<file path="src/hdl/wlfa_pkg.sv">
package wlfa_pkg;

  localparam int MAX_HITS_DEF = 64;
  localparam int W_SHIFT      = 24;
  localparam int TX_SHIFT     = 14;
  localparam logic [127:0] DEN_THRESH = 128'd1678;

  // One classified hit as it travels from the front end to the arithmetic back end
  typedef struct packed {
    logic               remove;
    logic               act;
    logic signed [14:0] z;
    logic signed [17:0] x;
    logic signed [17:0] y;
    logic [31:0]        rr;
    logic [19:0]        hw;
    logic signed [15:0] phi;
    logic               unused;
  } item_t;

endpackage

</file>
<file path="src/hdl/wlfa_front.sv">
module wlfa_front import wlfa_pkg::*; #(
  parameter int MAX_HITS = MAX_HITS_DEF
) (
  input  logic               clk,
  input  logic               rst,
  input  logic               in_valid,
  output logic               in_ready,
  input  logic               op,
  input  logic signed [14:0] z_pos,
  input  logic [15:0]        radius,
  input  logic signed [15:0] cos_phi,
  input  logic signed [15:0] sin_phi,
  input  logic [19:0]        hit_weight,
  input  logic signed [15:0] phi_angle,
  input  logic               is_unused,
  input  logic               q_ready,
  output logic               q_push,
  output item_t              q_item
);

  localparam int CAP = (MAX_HITS < 127) ? MAX_HITS : 127;

  logic [6:0]         cnt;
  logic [15:0]        r_c;
  logic signed [32:0] px;
  logic signed [32:0] py;
  logic               act;

  function automatic logic signed [17:0] rnd_q14(input logic signed [32:0] p);
    logic [32:0] mag;
    logic [16:0] m;
    mag = p[32] ? 33'(-p) : 33'(p);
    m   = 17'((mag + 33'd8192) >> 14);
    return p[32] ? -$signed({1'b0, m}) : $signed({1'b0, m});
  endfunction

  always_comb begin
    r_c = (radius == 16'd0) ? 16'd1 : radius;
    px  = $signed({1'b0, r_c}) * cos_phi;
    py  = $signed({1'b0, r_c}) * sin_phi;
    act = op ? (cnt != 7'd0) : (cnt < 7'(CAP));
    q_item.remove = op;
    q_item.act    = act;
    q_item.z      = z_pos;
    q_item.x      = rnd_q14(px);
    q_item.y      = rnd_q14(py);
    q_item.rr     = r_c * r_c;
    q_item.hw     = hit_weight;
    q_item.phi    = phi_angle;
    q_item.unused = is_unused;
  end

  assign in_ready = q_ready;
  assign q_push   = in_valid && q_ready;

  // shadow hit count decides whether an add or remove takes effect
  always_ff @(posedge clk) begin
    if (rst) begin
      cnt <= 7'd0;
    end else if (q_push && act) begin
      cnt <= op ? cnt - 7'd1 : cnt + 7'd1;
    end
  end

endmodule

</file>
<file path="config.mk">
export PLATFORM = sky130hd
export DESIGN_NAME = wlfa_front
export DESIGN_NICKNAME = d
export VERILOG_FILES = /design/src/hdl/wlfa_pkg.sv /design/src/hdl/wlfa_front.sv
export SDC_FILE = /design/constraint.sdc
export NUM_CORES = 2
export LEC_CHECK = 0
export CAP_MARGIN = 20
export CORE_ASPECT_RATIO = 0.9
export CORE_MARGIN = 5
export CORE_UTILIZATION = 60
export DETAILED_ROUTE_END_ITERATION = 8
export DONT_BUFFER_PORTS = 1
export HOLD_SLACK_MARGIN = 0.03
export PLACE_DENSITY = 0.79
export SLEW_MARGIN = 20
export SYNTH_ARGS = -nofsm -noshare
export SYNTH_HDL_FRONTEND = slang
export SYNTH_SLANG_ARGS = --single-unit
export TNS_END_PERCENT = 10
</file>
<file path="constraint.sdc">
create_clock -name clk -period 9.76 [get_ports clk]
set_input_delay 0.488 -clock clk [delete_from_list [all_inputs] [get_ports clk]]
set_output_delay 0.488 -clock clk [all_outputs]
set_load 0.005 [all_outputs]
</file>
==> flow_metrics.py <==
metrics = {
    "run_status": {
        "status": "complete, no violations",
    },
    "setup_path": {
        "cpLargestDelayFamily": "adder cells",
        "cp.required_ps": 9270,
        "max_stage_delay_ps": 560,
        "end_kind": "output pin",
        "critPathLaunchType": "primary input",
        "crit_type": "in2out",
        "cp_max_fo": 49,
        "worstPathArrival_ps": 9000,
        "path_buf_inv": 4,
        "path_common_cell": "fa_1",
        "cp_slowest_cell": "or4b_4",
    },
    "grt": {
        "grt-ovfl-total": 0,
        "grt_pass1_vias": 23000,
        "grt_pass1_wl_um": 111000,
        "grt_max_degree": 53,
        "antenna_found_initial": 0,
        "grt_usage_pct": 25.1,
    },
    "clock_tree": {
        "cts.sinks": 7,
        "cts_tree": "built",
        "numCtsBuffers": 3,
        "clk_path_buf_depth": 2,
        "hold_buffers": 0,
        "path_clk_slew_ps": 40,
        "cts_htree_levels": 1,
        "cts-root-buf": "clkbuf_16",
        "clock_latency_ps": 230,
    },
    "routing": {
        "vias_per_cell": 5.71,
        "wire_per_inst_um": 16.7,
        "wl_um": 65000,
        "vias": 22300,
        "drtAntennaViolNets": 0,
        "drt_iter0_drc": 1434,
        "drc": 0,
        "dr.pass1.iters": 5,
    },
    "layout": {
        "regMostFlops": "cnt",
        "area_delta_synth_final_pct": 1.77,
        "final_cell_mix": "inv_1 (719), fa_1 (553), nand2_1 (387)",
        "fin_nets": 4281,
        "drive_gt1_share_pct": 3.91,
        "top_regs": "cnt: 7 flops",
        "largest_reg_flops": 7,
        "diodes": 0,
        "multiInputGateArea_mm2": 0.0253,
        "fin_area_mm2": 0.0294,
        "fill_cells": 4094,
        "final_common_cell": "inv_1",
        "register_area_um2": 140,
    },
    "timing": {
        "worstMarginPinSlew_ps": 915,
        "timing_hold_violations_final": 0,
        "relSlewSlack_pct": 38.2,
        "setup_viol": 0,
        "hold_slack_ps": 326,
        "skew_ps": 1.43,
        "rsz0062_at_grt": "yes",
        "max_freq_mhz": 105,
        "fin_crit_ps": 9490,
        "slew_violations": 0,
        "post-route-period-util_pct": 97.2,
        "setup_ws_ps": 270,
    },
    "placement": {
        "dp_hpwl_um": 52600,
        "io_buffers": 0,
        "gp_congestion": 0.896,
        "placed_area_mm2": 0.0290,
        "pre_cts_slack_ps": 54.5,
    },
    "floorplanning": {
        "initial_core_util_pct": 60.5,
        "io_pins": 229,
        "placementRows": 76,
        "core-area_mm2": 0.0477,
        "die_x_um": 241,
        "die-area_mm2": 0.0526,
        "die_h_um": 218,
    },
    "logic_synthesis": {
        "synth_ff_type": "dfxtp_1",
        "synth_edf_count": 0,
        "synth_cell_types": 101,
        "ys.warnings.count": 0,
        "ys_seq_area_share_pct": 0.485,
        "synth.avg_cell_area_um2": 8.41,
        "netlist_instances": 3436,
        "syn_nets": 4441,
        "ys_ff_latch": 7,
        "synth.cell_area_mm2": 0.0289,
        "ys_async_sr_fraction_pct": 0,
    },
    "job": {
        "cap_viol_max_count": 0,
    },
    "hold_path": {
        "worstHoldPathType": "in2reg",
    },
}
synthesized netlist by cell type, types with 31 or more instances:
cell / count / area [µm²]
a21o_1: 39 / 293
clkbuf_1: 140 / 526
inv_1: 721 / 2710
nand3_1: 31 / 155
fa_1: 553 / 11100
buf_4: 56 / 420
o21ai_0: 48 / 240
xnor2_1: 109 / 955
ha_1: 347 / 4340
nand2_1: 388 / 1460
a21oi_1: 93 / 465
nor2_1: 107 / 402
xor2_1: 45 / 394
and2_1: 301 / 1880
repair_timing:
item,4_1_cts,5_1_grt
buffers inserted,0,7
resized for setup,0,48
setup endpoints to repair,0,17
final cells by class:
cell class                 instances  area share (%)
multi-input combinational       2494            86.1
inverter                         724            9.25
tap                              624            2.66
timing repair buffer              46            1.24
sequential                         7           0.477
clock buffer                       4           0.268
path summary, 6_finish.rpt:
| kind | startpoint | endpoint | slack [ps] | cells past startpoint |
|---|---|---|---|---|
| min reg2reg | cnt[5] | cnt[5] | 530 | 2 |
| min | rst | cnt[2] | 330 | 1 |
| max reg2reg | cnt[0] | cnt[6] | 7850 | 11 |
| max | radius[7] | q_item[103] | 270 | 34 |
per-layer routing:
metal  vias up  global-route usage (%)  wire length (µm)
met5         -                       0                 0
met4         0                    4.27              1180
met2       792                    42.3             31000
met3        92                    3.79              5030
li1      10300                       -                 -
met1     11100                    35.1             27800
kinds of logic after synthesis:
logic type	count (synthesis)	synth area share [%]
XOR/XNOR	157	4.90
multiplexers	21	0.762
AO/OA/AOI/OAI	385	9.34
flip-flops	7	0.485
buffers and inverters	935	12.9
adder cells (fa/ha/maj)	900	53.3
other	1	0.0130
AND/OR/NAND/NOR	1030	18.3
stage by stage:
stage | util [%] | TNS, ps | instances
after global routing | 61.6 | -77.3 | 3899
after CTS | 61.0 | 0 | 3892
after floorplan | - | -33.9 | 3436
final | 61.6 | 0 | 3899
after detailed placement | 60.8 | 0 | 3888
after global placement | 60.8 | 0 | 3888
Power is left out: the tool's default activity adds up to more than one toggle a clock period on the data nets, which glitch-free logic cannot reach.
