$ cat src/hdl/wlfa_pkg.sv
package wlfa_pkg;

  localparam int MAX_HITS_DEF = 64;
  localparam int W_SHIFT      = 24;
  localparam int TX_SHIFT     = 14;
  localparam logic [127:0] DEN_THRESH = 128'd1678;

  // One classified hit as it travels from the front end to the arithmetic back end
  typedef struct packed {
    logic               remove;
    logic               act;
    logic signed [14:0] z;
    logic signed [17:0] x;
    logic signed [17:0] y;
    logic [31:0]        rr;
    logic [19:0]        hw;
    logic signed [15:0] phi;
    logic               unused;
  } item_t;

endpackage

$ cat src/hdl/wlfa_queue.sv
module wlfa_queue import wlfa_pkg::*; (
  input  logic  clk,
  input  logic  rst,
  input  logic  push,
  input  item_t item_in,
  output logic  ready,
  input  logic  pop,
  output logic  valid,
  output item_t item_out
);

  item_t      mem [2];
  logic       wp;
  logic       rp;
  logic [1:0] cnt;

  always_ff @(posedge clk) begin
    if (push) mem[wp] <= item_in;
  end

  always_ff @(posedge clk) begin
    if (rst) begin
      wp  <= 1'b0;
      rp  <= 1'b0;
      cnt <= 2'd0;
    end else begin
      if (push) wp <= ~wp;
      if (pop)  rp <= ~rp;
      cnt <= cnt + 2'(push) - 2'(pop);
    end
  end

  assign ready    = (cnt != 2'd2);
  assign valid    = (cnt != 2'd0);
  assign item_out = mem[rp];

endmodule

$ cat config.mk
export PLATFORM = sky130hd
export DESIGN_NAME = wlfa_queue
export DESIGN_NICKNAME = d
export VERILOG_FILES = /design/src/hdl/wlfa_pkg.sv /design/src/hdl/wlfa_queue.sv
export SDC_FILE = /design/constraint.sdc
export NUM_CORES = 1
export LEC_CHECK = 0
export CAP_MARGIN = 10
export CELL_PAD_IN_SITES_DETAIL_PLACEMENT = 1
export CELL_PAD_IN_SITES_GLOBAL_PLACEMENT = 2
export CORE_ASPECT_RATIO = 1.25
export CORE_MARGIN = 10
export CORE_UTILIZATION = 48
export CTS_BUF_LIST = sky130_fd_sc_hd__clkbuf_8
export CTS_CLUSTER_DIAMETER = 100
export DETAILED_ROUTE_END_ITERATION = 8
export DONT_BUFFER_PORTS = 1
export PLACE_DENSITY_LB_ADDON = 0.3
export SLEW_MARGIN = 20
export SYNTH_ARGS = -nofsm -noshare
export SYNTH_HDL_FRONTEND = slang
export SYNTH_SLANG_ARGS = --single-unit
$ cat constraint.sdc
create_clock -name clk -period 9 [get_ports clk]
set_input_delay 0.45 -clock clk [delete_from_list [all_inputs] [get_ports clk]]
set_output_delay 0.45 -clock clk [all_outputs]
set_load 0.01 [all_outputs]
==> results of run 1 <==
==> sequential cells by signal, summed over array words and instances (netlist names), named ones only <==
name	count
cnt	2
mem	244
rp	1
wp	1
==> path summary, 6_finish.rpt <==
kind / endpoint / startpoint / cells after the start / slack [ns]
worst min-delay path: mem[1][3]$_DFFE_PP_ / item_in[3] / 0 / 0.02
worst max register to register: mem[1][111]$_DFFE_PP_ / wp$_SDFFE_PP0P_ / 2 / 6.90
worst min register to register: rp$_SDFFE_PP0P_ / rp$_SDFFE_PP0P_ / 2 / 0.54
worst max-delay path: item_out[121] / flip-flop / 2 / 5.83
==> where the power goes <==
part / internal, mW / switching (mW) / total (mW)
Sequential: 1.36 / 0.0316 / 1.39
Combinational: 0.135 / 0.139 / 0.274
Clock: 0.447 / 0.412 / 0.859
==> placed cells by master (no fill, tap or decap), drive strengths merged <==
| cell type | n |
|---|---|
| edfxtp | 244 |
| clkbuf | 41 |
| clkinv | 10 |
| dlygate4sd3 | 119 |
| xnor2 | 2 |
| dfxtp | 5 |
| mux2 | 122 |
| xnor3 | 1 |
| inv | 17 |
| or2 | 1 |
| and2 | 1 |
| nand2 | 1 |
| diode | 3 |
| nor2b | 2 |
| bufinv | 1 |
| buf | 4 |
| nor2 | 4 |
| ha | 2 |
==> stage by stage <==
step                      instance area [um^2]    util  worst slack, ns  hold slack (ns)  std cells
after global routing                     11510  0.5954            5.642         -0.01480        843
final                                    11510  0.5957            5.832          0.02026        845
after floorplan                           9354       -            2.639           0.4799        401
after CTS                                10460  0.5411            5.459       0.00002540        740
after global placement                    9585  0.4960            6.043           0.4925        655
after detailed placement                  9589  0.4961            6.021           0.5229        655
==> layout make-up <==
| class | instances | area [um^2] | share of cell area |
|---|---|---|---|
| Inverter | 2 | 7.507 | 0.0006521 |
| Clock buffer | 41 | 564.3 | 0.04902 |
| Antenna cell | 3 | 7.507 | 0.0006521 |
| Timing Repair Buffer | 123 | 1252 | 0.1088 |
| Sequential cell | 249 | 7431 | 0.6455 |
| Tap cell | 265 | 331.6 | 0.02880 |
| Clock inverter | 26 | 125.1 | 0.01087 |
| Multi-Input combinational cell | 136 | 1793 | 0.1557 |
==> routing by layer <==
metal,GRT usage,share of wire
met5,0,0.00053
met4,0.04768,0.022
met3,0.09355,0.10
met2,0.2366,0.53
met1,0.1297,0.34
==> synthesized netlist by cell type <==
cell type / n / area [um^2]
or2_2: 1 / 6.260
mux2_2: 42 / 473.0
xnor3_1: 1 / 22.52
nor2b_1: 2 / 12.51
mux2_4: 80 / 1201
inv_1: 2 / 7.510
xnor2_1: 2 / 17.52
ha_1: 2 / 25.02
nor2_1: 4 / 15.01
buf_6: 9 / 101.4
nand2_1: 1 / 3.750
buf_2: 4 / 20.02
buf_8: 1 / 15.01
dfxtp_1: 5 / 100.1
and2_1: 1 / 6.260
edfxtp_1: 244 / 7327
==> cell families after synthesis <==
group / synth area share
xor+xnor: 0.004281
flops: 0.7940
simple gates: 0.004681
buf+inv: 0.01538
mux: 0.1790
fa+ha+maj: 0.002675
==> metrics.md, run 1 <==
| Metric | Value |
|---|---|
| Max Buffers Root-to-Sink | `3` |
| CP max FO | `64` |
| Detailed Route WL | `20680 um` |
| CTS H-Tree Depth | `2` |
| Antenna-violating nets left | `0` |
| Initial antenna violation count | `4` |
| HP Class | `input pin to flip-flop` |
| Crit end category | `output pin` |
| CP max stage cell | `dfxtp_4` |
| Slowest stage delay, CP | `0.95 ns` |
| Routability Congestion | `0.6965` |
| TritonCTS clock tree | `built` |
| Total GRT Usage | `0.1391` |
| Core area | `19330 um^2` |
| Req. time, crit path | `8.55 ns` |
| GR Overflow Total | `0` |
| Share of layout cells above drive strength 1 | `0.2998` |
| Clk root buf | `clkbuf_8` |
| Filler cells | `1611` |
| Area Growth Syn to Fin | `23.07%` |
| Routed wire per std cell | `24.47 um` |
| YS warnings | `0` |
| Register area share after synthesis | `0.7940` |
| DRC viols | `0` |
| LEAKAGE | `4.090 nW` |
| Crit path launch type | `flip-flop` |
| Buf/Inv on CP | `1` |
| Final min period | `3.168 ns` |
| Hold Fails Final Rpt | `0` |
| DRT Pass-1 Iters | `4` |
| Mapped Nets | `529` |
| Register bit count reported by yosys | `249` |
| Synth unique cells | `16` |
| Rel. slew slack | `0.3805` |
| Pin count of the biggest net entering global routing | `92` |
| Clk sink count | `249` |
| Die Area | `25510 um^2` |
| Top-level I/O count | `250` |
| P per Cell Area | `218.9 nW/um^2` |
| Wire length of the first global-routing pass | `26350 um` |
| Post-CTS Setup Inserts | `0` |
| Post-route total power | `2.520 mW` |
| RSZ-0062 raised after global routing | `false` |
| Clock transition at the registers of the reported paths | `0.06 ns` |
| Clock latency on the worst-skew pair | `0.52 ns` |
| Final Cycle Share | `0.3520` |
| Worst Tran Pin Value | `0.9293 ns` |
| Die span in y | `176.1 um` |
| Hold_buf cts | `18` |
| Crit path max-delay family | `flip-flops` |
| Maximum VDD drop | `0.0001347 V` |
| Resized Gates After CTS | `0` |
| Die width | `144.9 um` |
| Port bufs | `0` |
| Kind of critical path | `flip-flop to output pin` |
| Final HPWL DP | `12520 um` |
| Max Fclk | `0.3157 GHz` |
| Status | `finished clean` |
| Syn Area/Cell | `23.33 um^2` |
| Row count | `57` |
| Post-Syn Instances | `401` |
| Vias per inst | `5.037` |
| Number of max-cap violations | `0` |
| Cell Area, Synth | `9354 um^2` |
| Initial Util | `0.4840` |
| Clock Skew | `0.01861 ns` |
| Vias in the first global route | `4300` |
| Vias after detailed routing | `4256` |
| Setup total negative slack | `0 ns` |
| Crit-path cells | `buf_6 -> mux2_2` |
| Total CTS buffers | `40` |
| Max-slew violations | `0` |
| # setup viols final | `0` |
| CP arrival | `2.72 ns` |
| Initial DRC Count | `151` |
| Nets | `680` |
(Power assumes the default switching activity.)
==> inputs of run 2 (changes only) <==
Settings changed: ABC_AREA from default to 1.
Clock period 9 ns to 3 ns, I/O delays scaled along.
==> run 2 against run 1 <==
Against the previous run: critical path depth unchanged; total power rose to 2.9 times the previous value; worst setup slack worse by 5.1 ns; combinational power rose to 2.9 times the previous value; largest power group unchanged; area after synthesis about the same; global-route usage up 1.3 points; sequential power rose to 3.0 times the previous value.
==> metrics.md, run 2 <==
| Metric | Value |
|---|---|
| Hold Fails Final Rpt | `0` |
| Max reg flops | `244` |
| Crit end category | `output pin` |
| Resized Gates After CTS | `0` |
| Combinational share of power | `0.109` |
| Status | `finished clean` |
| Most frequent cells after synthesis | `edfxtp_1, mux2_4, mux2_2, buf_6, inv_1` |
| Initial antenna violation count | `1` |
| Rel. slew slack | `0.4055` |
| P per Cell Area | `633.3 nW/um^2` |
| Switch Pwr | `1.650 mW` |
| TritonCTS clock tree | `built` |
| Synth area leader | `edfxtp_1` |
| # setup viols final | `0` |
| Clock power share | `0.332` |
| CTS H-Tree Depth | `2` |
| Port bufs | `0` |
| Req. time, crit path | `2.85 ns` |
| Largest regs | `mem: 244 flops, cnt: 2 flops` |
| Total GRT Usage | `0.1518` |
| Pin count of the biggest net entering global routing | `66` |
| Kind of critical path | `flip-flop to output pin` |
| HP Class | `input pin to flip-flop` |
| Detailed Route WL | `20130 um` |
| Setup total negative slack | `0 ns` |
| Nets | `701` |
| Final Cycle Share | `0.7417` |
| Vias after detailed routing | `4266` |
| Vias per inst | `4.955` |
| Antenna-violating nets left | `0` |
| Synth top area cells | `edfxtp_1, mux2_4, mux2_2` |
| Share of layout cells above drive strength 1 | `0.2987` |
| Max Fclk | `0.4494 GHz` |
| Number of max-cap violations | `0` |
| Area Growth Syn to Fin | `23.92%` |
| Maximum VDD drop | `0.0004387 V` |
| Initial DRC Count | `206` |
| Routability Congestion | `0.7142` |
| Final HPWL DP | `12810 um` |
| Core area | `19330 um^2` |
| Most frequent cell after synthesis | `edfxtp_1` |
| Synth unique cells | `15` |
| CP max FO | `41` |
| Syn Area/Cell | `22.78 um^2` |
| Crit path launch type | `flip-flop` |
| Max Buffers Root-to-Sink | `3` |
| Mapped Nets | `539` |
| RSZ-0062 raised after global routing | `false` |
| Clk root buf | `clkbuf_8` |
| Routed wire per std cell | `23.38 um` |
| Top reg by flops | `mem` |
| Reg power frac | `0.559` |
| Post-CTS Setup Inserts | `0` |
| Ys async rst share | `0` |
| Initial Util | `0.4844` |
| Diodes inserted | `0` |
| Cell Area, Synth | `9361 um^2` |
| Final min period | `2.225 ns` |
| YS warnings | `0` |
| Total CTS buffers | `39` |
| Wire length of the first global-routing pass | `30110 um` |
| Commonest cells after routing, fill and taps aside | `edfxtp_1, dlygate4sd3_1, mux2_4` |
| Clock Skew | `0.01075 ns` |
| Register area share after synthesis | `0.7934` |
| DRT Pass-1 Iters | `4` |
| Sw Ratio | `0.2246` |
| Post-Syn Instances | `411` |
| Internal power | `5.697 mW` |
| Row count | `57` |
| Clock transition at the registers of the reported paths | `0.06 ns` |
| WHS | `0.2928 ns` |
| Most common cell after layout, fill and taps aside | `edfxtp_1` |
| Filler cells | `1609` |
| CP arrival | `2.08 ns` |
| Die width | `144.9 um` |
| Max-slew violations | `0` |
| Clock latency on the worst-skew pair | `0.50 ns` |
| Top-level I/O count | `250` |
| Die Area | `25520 um^2` |
| Vias in the first global route | `4937` |
| Synth top area share | `0.7827` |
| Die span in y | `176.1 um` |
| DRC viols | `0` |
| EDFF count, synth | `244` |
| GR Overflow Total | `0` |
| Register bit count reported by yosys | `249` |
| LEAKAGE | `4.142 nW` |
| Ys flop type | `edfxtp_1` |
| Clk sink count | `249` |
| Worst Tran Pin Value | `0.8918 ns` |
## run 2: cell types whose count changed after synthesis
cell,before,now
xnor2_1,2,1
and2_1,1,0
a21oi_1,0,1
inv_1,2,8
nand2_1,1,6
nor2_1,4,6
xnor3_1,1,0
nand3_1,0,1
nor3_1,0,1
or2_2,1,0
nor2b_1,2,0
## run 2: critical path, cell delays in order, from the launching register on
cell     delay, ns
dfxtp_4       0.81
buf_4         0.39
mux2_4        0.36
## run 2: kinds of logic (layout without fill, tap and decap cells)
group	count (synthesis)	count (layout)	share of synthesized area
adders and majority gates	2	2	0.002673
DFF	249	249	0.7934
buffers and inverters	22	207	0.01778
AOI/OAI and AO/OA	1	1	0.0005341
xor gates and xnor gates	1	1	0.0009357
and+or+nand+nor	14	14	0.005879
muxes	122	122	0.1788
## run 2: timing repair
| action | CTS | global route |
|---|---|---|
| hold endpoints to repair | 249 | 0 |
| setup endpoints to repair | 0 | 0 |
| hold buffers | 126 | 0 |
## run 2: final timing paths
path                   start              endpoint  slack, ns  depth (start not counted)
max                flip-flop          item_out[68]       0.77                          2
min                     push  mem[1][48]$_DFFE_PP_       0.29                          2
max reg2reg  wp$_SDFFE_PP0P_  mem[1][92]$_DFFE_PP_       1.34                          3
min reg2reg  rp$_SDFFE_PP0P_       rp$_SDFFE_PP0P_       0.52                          2
## run 2: metrics by stage
stage	util	total power [mW]	setup slack (ns)	cell area, um^2	std cells
floorplan	-	4.694	0.3755	9373	411
global placement	0.5007	4.804	1.279	9677	671
detailed placement	0.5007	4.830	1.258	9677	671
CTS	0.6002	7.429	0.6896	11600	861
global route	0.6002	7.664	0.6431	11600	861
finish	0.6002	7.347	0.7748	11600	861
## run 2: final cells by class
class,instances,area [um^2],share of cell area
sequential,249,7431,0.6405
inverter,8,33.78,0.002912
clock buffer,42,578.1,0.04983
multi-input combinational,140,1775,0.1530
clock inverter,22,85.08,0.007334
tap,265,331.6,0.02858
timing repair buffer,135,1366,0.1178
## run 2: power groups by stage
stage          clock, mW  sequential [mW]  combinational [mW]
2_1_floorplan          0             4.14               0.551
3_3_place_gp           0             4.17               0.634
3_5_place_dp           0             4.18               0.646
4_1_cts             2.51             4.11               0.812
5_1_grt             2.69             4.13               0.849
6_report            2.44             4.11               0.797
## run 2: per-layer routing
metal / routed length, um / track usage / vias to the layer above
li1: - / - / 1934
met1: 7109 / 0.1528 / 2149
met2: 11190 / 0.2824 / 155
met3: 1485 / 0.05915 / 26
met4: 336 / 0.04689 / 2
met5: 7 / 0 / -
